===== src/rtl/hpgs_pkg.sv =====
// ----------------------------------------------------------------------------
// hpgs_pkg
// Shared types and constants for the host pc to guest state search block.
// ----------------------------------------------------------------------------
package hpgs_pkg;

  localparam int START_WORDS_DEF = 2;
  localparam int VALUE_BITS_DEF  = 64;
  localparam int MAX_ROWS        = 512;

  localparam int WORD_W    = 64;
  localparam int OUT_WORDS = 4;
  localparam int ROW_W     = 10;
  localparam int ADJ_W     = 4;
  localparam int COL_W     = 3;
  localparam int SHIFT_W   = 7;
  localparam int CFG_IDX_W = 3;
  localparam int STATUS_W  = 2;
  localparam int IN_DATA_W = 8;
  localparam int OUT_DATA_W = 272;

  // register indexes
  localparam logic [CFG_IDX_W-1:0] REG_START_GUEST = 3'd0;
  localparam logic [CFG_IDX_W-1:0] REG_START_HOST  = 3'd1;
  localparam logic [CFG_IDX_W-1:0] REG_SEARCHED    = 3'd2;
  localparam logic [CFG_IDX_W-1:0] REG_ADJUST      = 3'd3;
  localparam logic [CFG_IDX_W-1:0] REG_ROW_COUNT   = 3'd4;

  localparam logic [ADJ_W-1:0] ADJUST_RESET = 4'd2;

  // result status codes
  localparam logic [STATUS_W-1:0] ST_FOUND    = 2'd0;
  localparam logic [STATUS_W-1:0] ST_BEFORE   = 2'd1;
  localparam logic [STATUS_W-1:0] ST_NO_MATCH = 2'd2;

  // LEB128 byte fields
  localparam logic [7:0] LEB_PAYLOAD = 8'h7f;
  localparam logic [7:0] LEB_SIGN    = 8'h40;
  localparam logic [7:0] LEB_CONT    = 8'h80;
  localparam logic [SHIFT_W-1:0] LEB_STEP = 7'd7;

  typedef struct packed {
    logic [WORD_W-1:0] start_guest;
    logic [WORD_W-1:0] start_host;
    logic [WORD_W-1:0] target;     // searched pc minus adjust
    logic [ROW_W-1:0]  rows;
  } cfg_t;

  typedef struct packed {
    logic              complete;
    logic [WORD_W-1:0] delta;      // sign-extended to 64 bits
  } dec_t;

  typedef struct packed {
    logic [OUT_WORDS-1:0][WORD_W-1:0] word;
    logic [ROW_W-1:0]                 row_index;
    logic [STATUS_W-1:0]              status;
  } res_t;

endpackage


===== src/rtl/hpgs_cfg.sv =====
// ----------------------------------------------------------------------------
// hpgs_cfg
// Configuration registers; keeps the adjusted search target precomputed.
// ----------------------------------------------------------------------------
module hpgs_cfg (
  input  logic                             clk,
  input  logic                             rst,
  input  logic                             cfg_valid,
  output logic                             cfg_ready,
  input  logic [hpgs_pkg::CFG_IDX_W-1:0]   cfg_index,
  input  logic [hpgs_pkg::WORD_W-1:0]      cfg_data,
  output hpgs_pkg::cfg_t                   cfg
);

  logic [hpgs_pkg::WORD_W-1:0] start_guest;
  logic [hpgs_pkg::WORD_W-1:0] start_host;
  logic [hpgs_pkg::WORD_W-1:0] searched, searched_next;
  logic [hpgs_pkg::ADJ_W-1:0]  adjust, adjust_next;
  logic [hpgs_pkg::ROW_W-1:0]  rows;
  logic [hpgs_pkg::WORD_W-1:0] target;
  logic                        wr;

  assign cfg_ready = 1'b1;
  assign wr = cfg_valid & cfg_ready;

  always_comb begin
    searched_next = searched;
    adjust_next   = adjust;
    if (wr && cfg_index == hpgs_pkg::REG_SEARCHED) begin
      searched_next = cfg_data;
    end
    if (wr && cfg_index == hpgs_pkg::REG_ADJUST) begin
      adjust_next = cfg_data[hpgs_pkg::ADJ_W-1:0];
    end
  end

  always_ff @(posedge clk) begin
    if (rst) begin
      start_guest <= '0;
      start_host  <= '0;
      searched    <= '0;
      adjust      <= hpgs_pkg::ADJUST_RESET;
      rows        <= '0;
      target      <= '0 - hpgs_pkg::WORD_W'(hpgs_pkg::ADJUST_RESET);
    end else begin
      searched <= searched_next;
      adjust   <= adjust_next;
      target   <= searched_next - hpgs_pkg::WORD_W'(adjust_next);
      if (wr && cfg_index == hpgs_pkg::REG_START_GUEST) begin
        start_guest <= cfg_data;
      end
      if (wr && cfg_index == hpgs_pkg::REG_START_HOST) begin
        start_host <= cfg_data;
      end
      if (wr && cfg_index == hpgs_pkg::REG_ROW_COUNT) begin
        rows <= cfg_data[hpgs_pkg::ROW_W-1:0];
      end
    end
  end

  assign cfg.start_guest = start_guest;
  assign cfg.start_host  = start_host;
  assign cfg.target      = target;
  assign cfg.rows        = rows;

endmodule


===== src/rtl/hpgs_leb_dec.sv =====
// ----------------------------------------------------------------------------
// hpgs_leb_dec
// One step of signed LEB128 decoding: merges a byte into the partial value
// and, on the final byte, sign-extends the value to 64 bits.
// ----------------------------------------------------------------------------
module hpgs_leb_dec #(
  parameter int VALUE_BITS = hpgs_pkg::VALUE_BITS_DEF
) (
  input  logic [7:0]                      byte_in,
  input  logic [VALUE_BITS-1:0]           partial,
  input  logic [hpgs_pkg::SHIFT_W-1:0]    shift,
  output logic [VALUE_BITS-1:0]           partial_next,
  output logic [hpgs_pkg::SHIFT_W-1:0]    shift_next,
  output hpgs_pkg::dec_t                  dec
);

  localparam int WIDE_W = VALUE_BITS + 7;

  logic                          active;
  logic [WIDE_W-1:0]             ins;
  logic [VALUE_BITS-1:0]         val;
  logic [VALUE_BITS-1:0]         ext;
  logic [hpgs_pkg::SHIFT_W-1:0]  sh;

  assign active = shift < hpgs_pkg::SHIFT_W'(VALUE_BITS);
  assign ins    = WIDE_W'(byte_in & hpgs_pkg::LEB_PAYLOAD) << shift;
  assign val    = active ? (partial | ins[VALUE_BITS-1:0]) : partial;
  assign sh     = active ? (shift + hpgs_pkg::LEB_STEP) : shift;

  always_comb begin
    ext = val;
    if (sh < hpgs_pkg::SHIFT_W'(VALUE_BITS) && (byte_in & hpgs_pkg::LEB_SIGN) != 8'd0) begin
      ext = val | ({VALUE_BITS{1'b1}} << sh);
    end
  end

  assign dec.complete = (byte_in & hpgs_pkg::LEB_CONT) == 8'd0;
  assign dec.delta    = hpgs_pkg::WORD_W'($signed(ext));
  assign partial_next = dec.complete ? '0 : val;
  assign shift_next   = dec.complete ? '0 : sh;

endmodule


===== src/rtl/hpgs_search.sv =====
// ----------------------------------------------------------------------------
// hpgs_search
// Search state: decoder registers, guest and host accumulators, row counter
// and the result register.
// ----------------------------------------------------------------------------
module hpgs_search #(
  parameter int START_WORDS = hpgs_pkg::START_WORDS_DEF,
  parameter int VALUE_BITS  = hpgs_pkg::VALUE_BITS_DEF
) (
  input  logic            clk,
  input  logic            rst,
  input  hpgs_pkg::cfg_t  cfg,
  input  logic            step,
  input  logic [7:0]      byte_in,
  input  logic            first_in,
  input  logic            res_ready,
  output logic            res_valid,
  output hpgs_pkg::res_t  res
);

  logic [VALUE_BITS-1:0]         guest [START_WORDS];
  logic [VALUE_BITS-1:0]         guest_next [START_WORDS];
  logic [VALUE_BITS-1:0]         cur_guest [START_WORDS];
  logic [hpgs_pkg::WORD_W-1:0]   host, host_next, cur_host, host_sum;
  logic [VALUE_BITS-1:0]         partial, partial_next, cur_partial, dec_partial;
  logic [hpgs_pkg::SHIFT_W-1:0]  shift, shift_next, cur_shift, dec_shift;
  logic [hpgs_pkg::COL_W-1:0]    col, col_next, cur_col;
  logic [hpgs_pkg::ROW_W-1:0]    row, row_next, cur_row, row_inc;
  logic                          done, done_next;
  logic                          emit;
  hpgs_pkg::res_t                res_next;
  hpgs_pkg::dec_t                dec;

  always_comb begin
    for (int j = 0; j < START_WORDS; j++) begin
      if (!first_in) begin
        cur_guest[j] = guest[j];
      end else if (j == 0) begin
        cur_guest[j] = cfg.start_guest[VALUE_BITS-1:0];
      end else begin
        cur_guest[j] = '0;
      end
    end
    cur_host    = first_in ? cfg.start_host : host;
    cur_partial = first_in ? '0 : partial;
    cur_shift   = first_in ? '0 : shift;
    cur_col     = first_in ? '0 : col;
    cur_row     = first_in ? '0 : row;
  end

  hpgs_leb_dec #(
    .VALUE_BITS(VALUE_BITS)
  ) u_dec (
    .byte_in      (byte_in),
    .partial      (cur_partial),
    .shift        (cur_shift),
    .partial_next (dec_partial),
    .shift_next   (dec_shift),
    .dec          (dec)
  );

  assign host_sum = cur_host + dec.delta;
  assign row_inc  = cur_row + hpgs_pkg::ROW_W'(1);

  always_comb begin
    guest_next   = cur_guest;
    host_next    = cur_host;
    partial_next = cur_partial;
    shift_next   = cur_shift;
    col_next     = cur_col;
    row_next     = cur_row;
    done_next    = first_in ? 1'b0 : done;
    emit         = 1'b0;
    res_next.status    = hpgs_pkg::ST_NO_MATCH;
    res_next.row_index = cfg.rows;
    res_next.word      = '0;

    priority if (first_in && cfg.target < cfg.start_host) begin
      done_next       = 1'b1;
      emit            = 1'b1;
      res_next.status = hpgs_pkg::ST_BEFORE;
    end else if (first_in && cfg.rows == '0) begin
      done_next = 1'b1;
      emit      = 1'b1;
    end else if (done_next) begin
      // search over: byte dropped
    end else begin
      partial_next = dec_partial;
      shift_next   = dec_shift;
      if (dec.complete) begin
        if (cur_col < hpgs_pkg::COL_W'(START_WORDS)) begin
          for (int j = 0; j < START_WORDS; j++) begin
            if (cur_col == hpgs_pkg::COL_W'(j)) begin
              guest_next[j] = cur_guest[j] + dec.delta[VALUE_BITS-1:0];
            end
          end
          col_next = cur_col + hpgs_pkg::COL_W'(1);
        end else begin
          host_next = host_sum;
          col_next  = '0;
          if (host_sum > cfg.target) begin
            done_next          = 1'b1;
            emit               = 1'b1;
            res_next.status    = hpgs_pkg::ST_FOUND;
            res_next.row_index = cur_row;
            for (int j = 0; j < START_WORDS; j++) begin
              res_next.word[j] = hpgs_pkg::WORD_W'(cur_guest[j]);
            end
          end else begin
            row_next = row_inc;
            if (32'(row_inc) >= 32'(cfg.rows) || 32'(row_inc) >= 32'(hpgs_pkg::MAX_ROWS)) begin
              done_next = 1'b1;
              emit      = 1'b1;
            end
          end
        end
      end
    end
  end

  always_ff @(posedge clk) begin
    if (rst) begin
      for (int j = 0; j < START_WORDS; j++) begin
        guest[j] <= '0;
      end
      host      <= '0;
      partial   <= '0;
      shift     <= '0;
      col       <= '0;
      row       <= '0;
      done      <= 1'b0;
      res_valid <= 1'b0;
    end else begin
      if (step) begin
        guest   <= guest_next;
        host    <= host_next;
        partial <= partial_next;
        shift   <= shift_next;
        col     <= col_next;
        row     <= row_next;
        done    <= done_next;
      end
      if (step && emit) begin
        res_valid <= 1'b1;
      end else if (res_ready) begin
        res_valid <= 1'b0;
      end
    end
  end

  always_ff @(posedge clk) begin
    if (step && emit) begin
      res <= res_next;
    end
  end

  a_emit_ends_search: assert property (@(posedge clk) disable iff (rst)
    step && emit |=> done)
    else $error("result issued without ending the search");

  a_col_range: assert property (@(posedge clk) disable iff (rst)
    32'(col) <= START_WORDS)
    else $error("column index past host column");

  a_row_bound: assert property (@(posedge clk) disable iff (rst)
    !done |-> 32'(row) < 32'(hpgs_pkg::MAX_ROWS))
    else $error("row counter past table bound while searching");

  a_idle_after_done: assert property (@(posedge clk) disable iff (rst)
    step && done && !first_in |=> !$rose(res_valid) && $stable(host))
    else $error("activity after search ended");

endmodule


===== src/rtl/host_pc_to_guest_state_search.sv =====
// ----------------------------------------------------------------------------
// host_pc_to_guest_state_search
// Decodes a delta-encoded signed LEB128 search table and reports the guest
// words of the first row whose host end passes the adjusted searched pc.
// ----------------------------------------------------------------------------
// Throughput: one table byte per cycle; input stalls only while a result waits
//   on m_tready.
// Result path: the last byte passes through the input register, then the
//   result register, before its result is on m_tdata.
// Reset: clears decoder, accumulators, row counter and result valid; registers
//   return to their reset values (search_adjust = 2, others 0).
module host_pc_to_guest_state_search #(
  parameter int START_WORDS = hpgs_pkg::START_WORDS_DEF,
  parameter int VALUE_BITS  = hpgs_pkg::VALUE_BITS_DEF
) (
  input  logic                                clk,
  input  logic                                rst,
  input  logic                                s_tvalid,
  output logic                                s_tready,
  input  logic [hpgs_pkg::IN_DATA_W-1:0]      s_tdata,   // byte_value
  input  logic [0:0]                          s_tuser,   // first_byte
  output logic                                m_tvalid,
  input  logic                                m_tready,
  // status[1:0], row_index[11:2], guest_word0..3 [267:12], zero pad
  output logic [hpgs_pkg::OUT_DATA_W-1:0]     m_tdata,
  input  logic                                cfg_valid,
  output logic                                cfg_ready,
  input  logic [hpgs_pkg::CFG_IDX_W-1:0]      cfg_index,
  input  logic [hpgs_pkg::WORD_W-1:0]         cfg_data
);

  hpgs_pkg::cfg_t cfg;
  hpgs_pkg::res_t res;
  logic           in_vld;
  logic [7:0]     in_byte;
  logic           in_first;
  logic           advance;
  logic           step;

  hpgs_cfg u_cfg (
    .clk       (clk),
    .rst       (rst),
    .cfg_valid (cfg_valid),
    .cfg_ready (cfg_ready),
    .cfg_index (cfg_index),
    .cfg_data  (cfg_data),
    .cfg       (cfg)
  );

  assign advance  = !m_tvalid || m_tready;
  assign s_tready = !in_vld || advance;
  assign step     = in_vld && advance;

  always_ff @(posedge clk) begin
    if (rst) begin
      in_vld <= 1'b0;
    end else if (s_tvalid && s_tready) begin
      in_vld <= 1'b1;
    end else if (advance) begin
      in_vld <= 1'b0;
    end
  end

  always_ff @(posedge clk) begin
    if (s_tvalid && s_tready) begin
      in_byte  <= s_tdata;
      in_first <= s_tuser[0];
    end
  end

  hpgs_search #(
    .START_WORDS (START_WORDS),
    .VALUE_BITS  (VALUE_BITS)
  ) u_search (
    .clk       (clk),
    .rst       (rst),
    .cfg       (cfg),
    .step      (step),
    .byte_in   (in_byte),
    .first_in  (in_first),
    .res_ready (m_tready),
    .res_valid (m_tvalid),
    .res       (res)
  );

  assign m_tdata = hpgs_pkg::OUT_DATA_W'(res);

endmodule

===== config.mk =====
export PLATFORM = sky130hd
export DESIGN_NAME = host_pc_to_guest_state_search
export DESIGN_NICKNAME = d
export VERILOG_FILES = /design/src/rtl/hpgs_pkg.sv /design/src/rtl/hpgs_cfg.sv /design/src/rtl/hpgs_leb_dec.sv /design/src/rtl/hpgs_search.sv /design/src/rtl/host_pc_to_guest_state_search.sv
export SDC_FILE = /design/constraint.sdc
export NUM_CORES = 2
export LEC_CHECK = 0
export BUFFER_PORTS_ARGS = -buffer_cell sky130_fd_sc_hd__buf_2
export CAP_MARGIN = 40
export CORE_MARGIN = 10
export CORE_UTILIZATION = 55
export DETAILED_ROUTE_END_ITERATION = 12
export PLACE_DENSITY = 0.74
export SLEW_MARGIN = 20
export SYNTH_ARGS = -nofsm -noshare
export SYNTH_HDL_FRONTEND = slang
export SYNTH_SLANG_ARGS = --single-unit

===== constraint.sdc =====
create_clock -name clk -period 31.7 [get_ports clk]
set_input_delay 1.585 -clock clk [delete_from_list [all_inputs] [get_ports clk]]
set_output_delay 1.585 -clock clk [all_outputs]
set_load 0.05 [all_outputs]

---- Yosys cells after proc, flatten, opt, wreduce, memory -nomap -nowiden ----
Index checks and enable logic that the tools add are counted.
storage, ports and cells
  output and inout port bits .............. 275
  flip-flop bits (word level) ............. 698
  bits of input ports ..................... 81
  word-level logic and storage cells ...... 134
cells by class
  $lt $le $gt $ge ......................... 7
  add/subtract/negate cells ............... 7
  reduce and logical (&&, ||, !) cells .... 23
  bitwise gates (word level) .............. 4
  shift-type cells ........................ 2
  equality and inequality tests ........... 5
  multiplexer cells ....................... 64
operators by type and width
  operator                                                              count
  64-bit two-way mux                                                    18
  128-bit two-way mux                                                   5
  64-bit adder                                                          3
  64-bit bitwise OR                                                     2
  10-bit two-way mux                                                    8
  64-bit > comparator                                                   1
  64-bit < comparator                                                   1
  64-bit by 7-bit left shift with 64-bit output (first input constant)  1
  7-bit by 7-bit left shift with 64-bit output                          1
  64-bit by 4-bit subtractor with 64-bit output                         1
  12-bit two-way mux                                                    5
  7-bit two-way mux                                                     6
  3-bit two-way mux                                                     6
  1-bit two-way mux                                                     15
  7-bit < comparator (second input constant)                            2
  1-bit logical AND                                                     11
  10-bit by 1-bit adder with 10-bit output (second input constant)      1
  10-bit >= comparator                                                  1
  10-bit >= comparator (second input constant)                          1
  10-bit zero test                                                      1
  8-bit zero test                                                       1
  7-bit by 3-bit adder with 7-bit output (second input constant)        1
  3-bit by 1-bit == test with 1-bit output (second input constant)      2
  3-bit by 2-bit == test with 1-bit output (second input constant)      2
  10 further kinds                                                      16

---- Logic depth before layout (Yosys ltp) ----
  depth after elaboration ................. 16
  gate-level depth with buffers ........... 40
  depth with buffers taken out ............ 36

---- Modules after synthesis ----
Synthesis repeated with hierarchy kept, for this count alone.
unflattened totals
  cells, all modules ...................... 6,234
  area, all modules ....................... 48,941.9 µm²
modules (own cells, without submodules)
  module                         area an instance (µm²)  sequential area each (µm²)  times used  cells each
  hpgs_search                    35,074.9                9,769.4                     1           4,429
  hpgs_cfg                       11,061.9                5,405.2                     1           1,368
  hpgs_leb_dec                   2,428.6                 0.0                         1           416
  host_pc_to_guest_state_search  376.6                   290.3                       1           21

---- Worst setup path before layout ----
OpenSTA, ideal clock, no wires.
  path kind ............................... register -> register
  start ................................... register in_first
  end ..................................... register u_search.res[0] (netlist name)
  arrival ................................. 9.602 ns
  clock period less this slack ............ 10.113 ns
  library setup time ...................... 0.511 ns
  stages on the path, launching flop included .. 35
  data required time ...................... 31.189 ns
  slack ................................... 21.587 ns
  buffers on the path ..................... 1
  cells stage by stage .................... edfxtp_1 > nor2b_1 > clkbuf_1 > inv_1 > ha_1 > inv_1 > o21ai_0 > o21a_1 > o21ai_1 > nor2_1 > nand2_1 > nor2_1 > nand2_1 > nand2_1 > fa_1 > a21oi_1 > o21ai_0 > a21oi_1 > o211ai_1 > a211oi_1 > nor2_1 > a21oi_1 > o31ai_1 > a221o_1 > a21oi_1 > xnor2_1 > ha_1 > nand4_1 > nor4_1 > o21ai_0 > a41oi_1 > or2_2 > nor4_1 > nor2_1 > o21a_1
between the ends
  cells in the longest elaborated chain, start to end .. 15
  elaborated cells between the ends (all ways) .. 34
  classes of those cells .................. add/sub: 3; order compare: 6; shift: 2; mux: 16; bitwise: 2; reduce/logical: 5
RTL lines
  element                                                                      line                                    text
  start: declaration                                                           host_pc_to_guest_state_search.sv:36     logic in_first;
  start signal: assignment                                                     host_pc_to_guest_state_search.sv:67     in_first <= s_tuser[0];
  7-bit two-way mux                                                            hpgs_search.sv:46                       cur_shift = first_in ? '0 : shift;
  7-bit by 3-bit adder with 7-bit output, or another cell as far along         hpgs_leb_dec.sv:28                      assign sh = active ? (shift + hpgs_pkg::LEB_STEP) : shift;
  7-bit two-way mux / 64-bit bitwise OR (equally long branches)                hpgs_leb_dec.sv:28, hpgs_leb_dec.sv:27
  64-bit by 7-bit left shift with 64-bit output, or another cell as far along  hpgs_leb_dec.sv:33                      ext = val | ({VALUE_BITS{1'b1}} << sh);
  64-bit bitwise OR / 1-bit logical AND (equally long branches)                hpgs_leb_dec.sv:33, hpgs_leb_dec.sv:32
  64-bit two-way mux                                                           hpgs_leb_dec.sv:32                      if (sh < hpgs_pkg::SHIFT_W'(VALUE_BITS) && (byte_in & hpgs_pkg::LEB_SIGN) != 8'd0) begin
  64-bit adder                                                                 hpgs_search.sv:62                       assign host_sum = cur_host + dec.delta;
  64-bit > comparator                                                          hpgs_search.sv:101                      if (host_sum > cfg.target) begin
  1-bit two-way mux                                                            hpgs_search.sv:101
  1-bit two-way mux                                                            hpgs_search.sv:91                       if (cur_col < hpgs_pkg::COL_W'(START_WORDS)) begin
  1-bit two-way mux                                                            hpgs_search.sv:90                       if (dec.complete) begin
  1-bit two-way mux                                                            hpgs_search.sv:85                       end else if (done_next) begin
  1-bit two-way mux                                                            hpgs_search.sv:82                       end else if (first_in && cfg.rows == '0) begin
  1-bit two-way mux (*)                                                        hpgs_search.sv:78                       priority if (first_in && cfg.target < cfg.start_host) begin
  1-bit logical AND (*)                                                        hpgs_search.sv:152                      if (step && emit) begin
Every way passes the cells marked *; elsewhere a longest branch is shown, timed or not.
A chain may end at the register's enable or synchronous reset.

---- Worst setup path in the final report ----
  start ................................... register in_first
  end ..................................... register u_search.res[45] (netlist name)
between the ends
  cells in the longest elaborated chain, start to end .. 15
  elaborated cells between the ends (all ways) .. 34
  classes of those cells .................. add/sub: 3; order compare: 6; shift: 2; mux: 16; bitwise: 2; reduce/logical: 5
RTL lines
  element                                                                      line
  7-bit two-way mux                                                            hpgs_search.sv:46
  7-bit by 3-bit adder with 7-bit output, or another cell as far along         hpgs_leb_dec.sv:28
  7-bit two-way mux / 64-bit bitwise OR (equally long branches)                hpgs_leb_dec.sv:28, hpgs_leb_dec.sv:27
  64-bit by 7-bit left shift with 64-bit output, or another cell as far along  hpgs_leb_dec.sv:33
  64-bit bitwise OR / 1-bit logical AND (equally long branches)                hpgs_leb_dec.sv:33, hpgs_leb_dec.sv:32
  64-bit two-way mux                                                           hpgs_leb_dec.sv:32
  64-bit adder                                                                 hpgs_search.sv:62
  64-bit > comparator                                                          hpgs_search.sv:101
  1-bit two-way mux                                                            hpgs_search.sv:101
  1-bit two-way mux                                                            hpgs_search.sv:91
  1-bit two-way mux                                                            hpgs_search.sv:90
  1-bit two-way mux                                                            hpgs_search.sv:85
  1-bit two-way mux                                                            hpgs_search.sv:82
  1-bit two-way mux (*)                                                        hpgs_search.sv:78
  1-bit logical AND (*)                                                        hpgs_search.sv:152
Marks and branches as above.

==> reports/results.txt <==
Postcts setup bufs: 0
Synth Cell Area: 47100 sq um
Clk_skew: 42.8 ps
Tmin final: 12670 ps
Max H-tree Level: 3
First-pass GRT wire length: 257000 um
Util after Layout: 0.607
Routed len/inst: 24.1 um
Starting Density: 0.554
Die Area: 97700 sq um
Final worst slack: 19030 ps
P per Cell Area: 48.0 nW/um^2
Class of the worst hold path: reg2reg
Hold-critical path depth: 2
Root buffer selected by CTS: clkbuf_16
Main synth FF type: dfxtp_1
CTS Hold Buffers Added: 0
Final Cell Area: 51600 sq um
Drt pass-1 iters: 7
Synthesis warning total: 0
Critical Path Slowest Stage Cell: buf_4
Vias in the first global route: 42400
CP startpoint kind: flip-flop
Multi-input gate area: 28900 sq um
Final Max Slew Viols: 0
Outcome: finished, final reports clean
Unrepaired setup endpoints after global routing: no
Max Cap Viol: 0
R2R Setup Slk: 19030 ps
Final Hold Fails: 0
Initial drt markers: 4744
Layout fillers: 7634
Clock transition at the registers of the reported paths: 60 ps
Max incr delay on CP: 710 ps
IO Pins: 356
Post-synth EDFFs: 149
Row count: 107
Part of the cycle the worst path needs: 0.400
CP Data Arrival Time: 12920 ps
Antenna viol nets, final: 0
Clock tree sinks: 698
Non-filler cells, final: 7149
Largest net degree at the start of global routing: 211
Async S/R FF share, synth: 0
Worst setup EP type: flip-flop
Initial antenna violation count: 7
Max clock buf depth: 3
DP Worst Slack: 19500 ps
Final RePlAce weighted congestion: 1.07
Nets: 6359
Syn avg cell area: 8.00 sq um
Total GRT Usage: 0.336
DR vias: 44500
Final HPWL from detailed placement: 130000 um
Core area: 85000 sq um
CP required: 31950 ps
Die Y: 313 um
GRT Residual Overflow: 0
Num CTS Buffers: 79
Crit Path Category: reg2reg
Crit path max-delay family: compound AO/OA/AOI/OAI gates
Post-CTS Resized: 0
Area delta synth->final: 9.63%
Setup_tns: 0 ps
Die width: 313 um
Layout cell share with drive strength beyond 1: 0.107
Max IR drop VDD: 0.0381 mV
RR Startpoint: in_first
Max Freq: 0.0789 GHz
Post-synthesis sequential area ratio: 0.329
Buf+Inv Stages, Crit Path: 6
Worst-Margin Slew: 1240 ps
CP Max Fanout: 63
Endpoints failing setup: 0
Antenna Cells: 0
Hold EP: u_search.host[63]
# port buffers: 222
Clock latency on the worst-skew pair: 660 ps
Worst R2R End: u_search.res[45]
Min-Delay Startpoint: u_search.host[63]
Yosys cell types: 99
Static leakage: 22.8 nW
Cell count after synthesis: 5879
Placed insts: 6997
Rel. slew slack: 0.172
R2R cell count: 37
Dpl cell area: 48800 sq um
Vias per cell: 6.22
Register Area: 15500 sq um
Synth Register Bits: 698
Final WL: 172000 um
CTS tree: done
DRC: 0
[per-stage QoR]
stage,hold slack [ps],total power (W)
final,441,0.00248
after CTS,438,0.00247
after global placement,420,0.00150
after detailed placement,430,0.00151
after floorplan,412,0.00137
after global routing,468,0.00256
[where the power goes]
| group | internal [W] | switching [W] | leakage [nW] |
|---|---|---|---|
| registers | 0.000939 | 0.0000217 | 5.93 |
| clock network | 0.000549 | 0.000417 | 1.31 |
| logic | 0.000172 | 0.000377 | 15.5 |
[cell usage in the layout (no fill, tap or decap), types with 41 or more instances in the layout]
cell | synthesis | layout
a211oi_1 | 57 | 57
a21o_1 | 195 | 195
a21oi_1 | 536 | 534
a22oi_1 | 66 | 66
a31oi_1 | 41 | 41
and3_1 | 128 | 128
buf_2 | 8 | 222
buf_4 | 133 | 90
clkbuf_16 | 0 | 80
conb_1 | 2 | 133
dfxtp_1 | 549 | 549
edfxtp_1 | 149 | 149
ha_1 | 334 | 334
inv_1 | 247 | 247
mux2_2 | 96 | 96
mux2i_1 | 114 | 114
nand2_1 | 791 | 788
nand2b_1 | 85 | 84
nand3_1 | 113 | 113
nand4_1 | 75 | 75
nor2_1 | 497 | 491
nor2b_1 | 109 | 108
nor3_1 | 118 | 116
o211ai_1 | 51 | 51
o21ai_0 | 316 | 313
xnor2_1 | 149 | 149
xor2_1 | 95 | 95
[cells in the mapped netlist (57+ instances only)]
cell,n,area (sq um)
nand2b_1,85,532
mux2i_1,114,1140
nor3_1,118,591
nand4_1,75,469
inv_1,247,927
o21ai_0,316,1580
a21o_1,195,1460
buf_4,133,998
a22oi_1,66,495
nand2_1,791,2970
and3_1,128,801
nor2b_1,109,682
a211oi_1,57,428
ha_1,334,4180
nor2_1,497,1870
a21oi_1,536,2680
xnor2_1,149,1310
xor2_1,95,832
nand3_1,113,566
mux2_2,96,1080
dfxtp_1,549,11000
edfxtp_1,149,4470
clkbuf_1,310,1160
[cell type report]
class | instances | area share
Clock buffer | 97 | 0.0416
Clock inverter | 49 | 0.0113
Inverter | 248 | 0.0180
Multi-Input combinational cell | 4584 | 0.561
Sequential cell | 698 | 0.300
Tap cell | 1144 | 0.0277
Timing Repair Buffer | 329 | 0.0406
[sequential cells by signal (all words and copies together), names as in the netlist, 3 cells and up]
signal and flops:
u_search.res 140, u_search.guest 128, u_cfg.searched 64, u_cfg.start_guest 64
u_cfg.start_host 64, u_cfg.target 64, u_search.host 64, u_search.partial 64
u_cfg.rows 10, u_search.row 10, in_byte 8, u_search.shift 7
u_cfg.adjust 4, u_search.col 3
[cell families after synthesis]
logic type	share of synthesized area
xor+xnor	0.0454
other cells	0.000160
flops	0.329
fa+ha+maj	0.0905
mux	0.0495
simple gates	0.200
buf+inv	0.0692
compound gates	0.216
[worst max-delay path by stage]
stage,start,to,cells after the start
2_1_floorplan,in_first,u_search.res[0],34
4_1_cts,in_first,u_search.res[45],37
3_5_place_dp,in_first,u_search.res[45],37
3_3_place_gp,in_first,u_search.res[45],36
6_report,in_first,u_search.res[45],37
5_1_grt,in_first,u_search.res[46],39
[routing by layer]
layer,routed length (um),track usage,vias up
met4,11100,0.191,6
li1,-,-,20800
met5,40,0,-
met3,15700,0.0687,443
met2,74600,0.520,2121
met1,70500,0.432,21200
[worst reg2reg max path, delay by kind of cell, from the launching register on]
family,cells,cell delay [ps]
AOI/OAI and AO/OA,15,4670
xor gates and xnor gates,1,110
adders and majority gates,3,1150
buffers and inverters,6,2250
DFF,1,400
and+or+nand+nor,12,3590
Power figures use the tool's default switching activity.
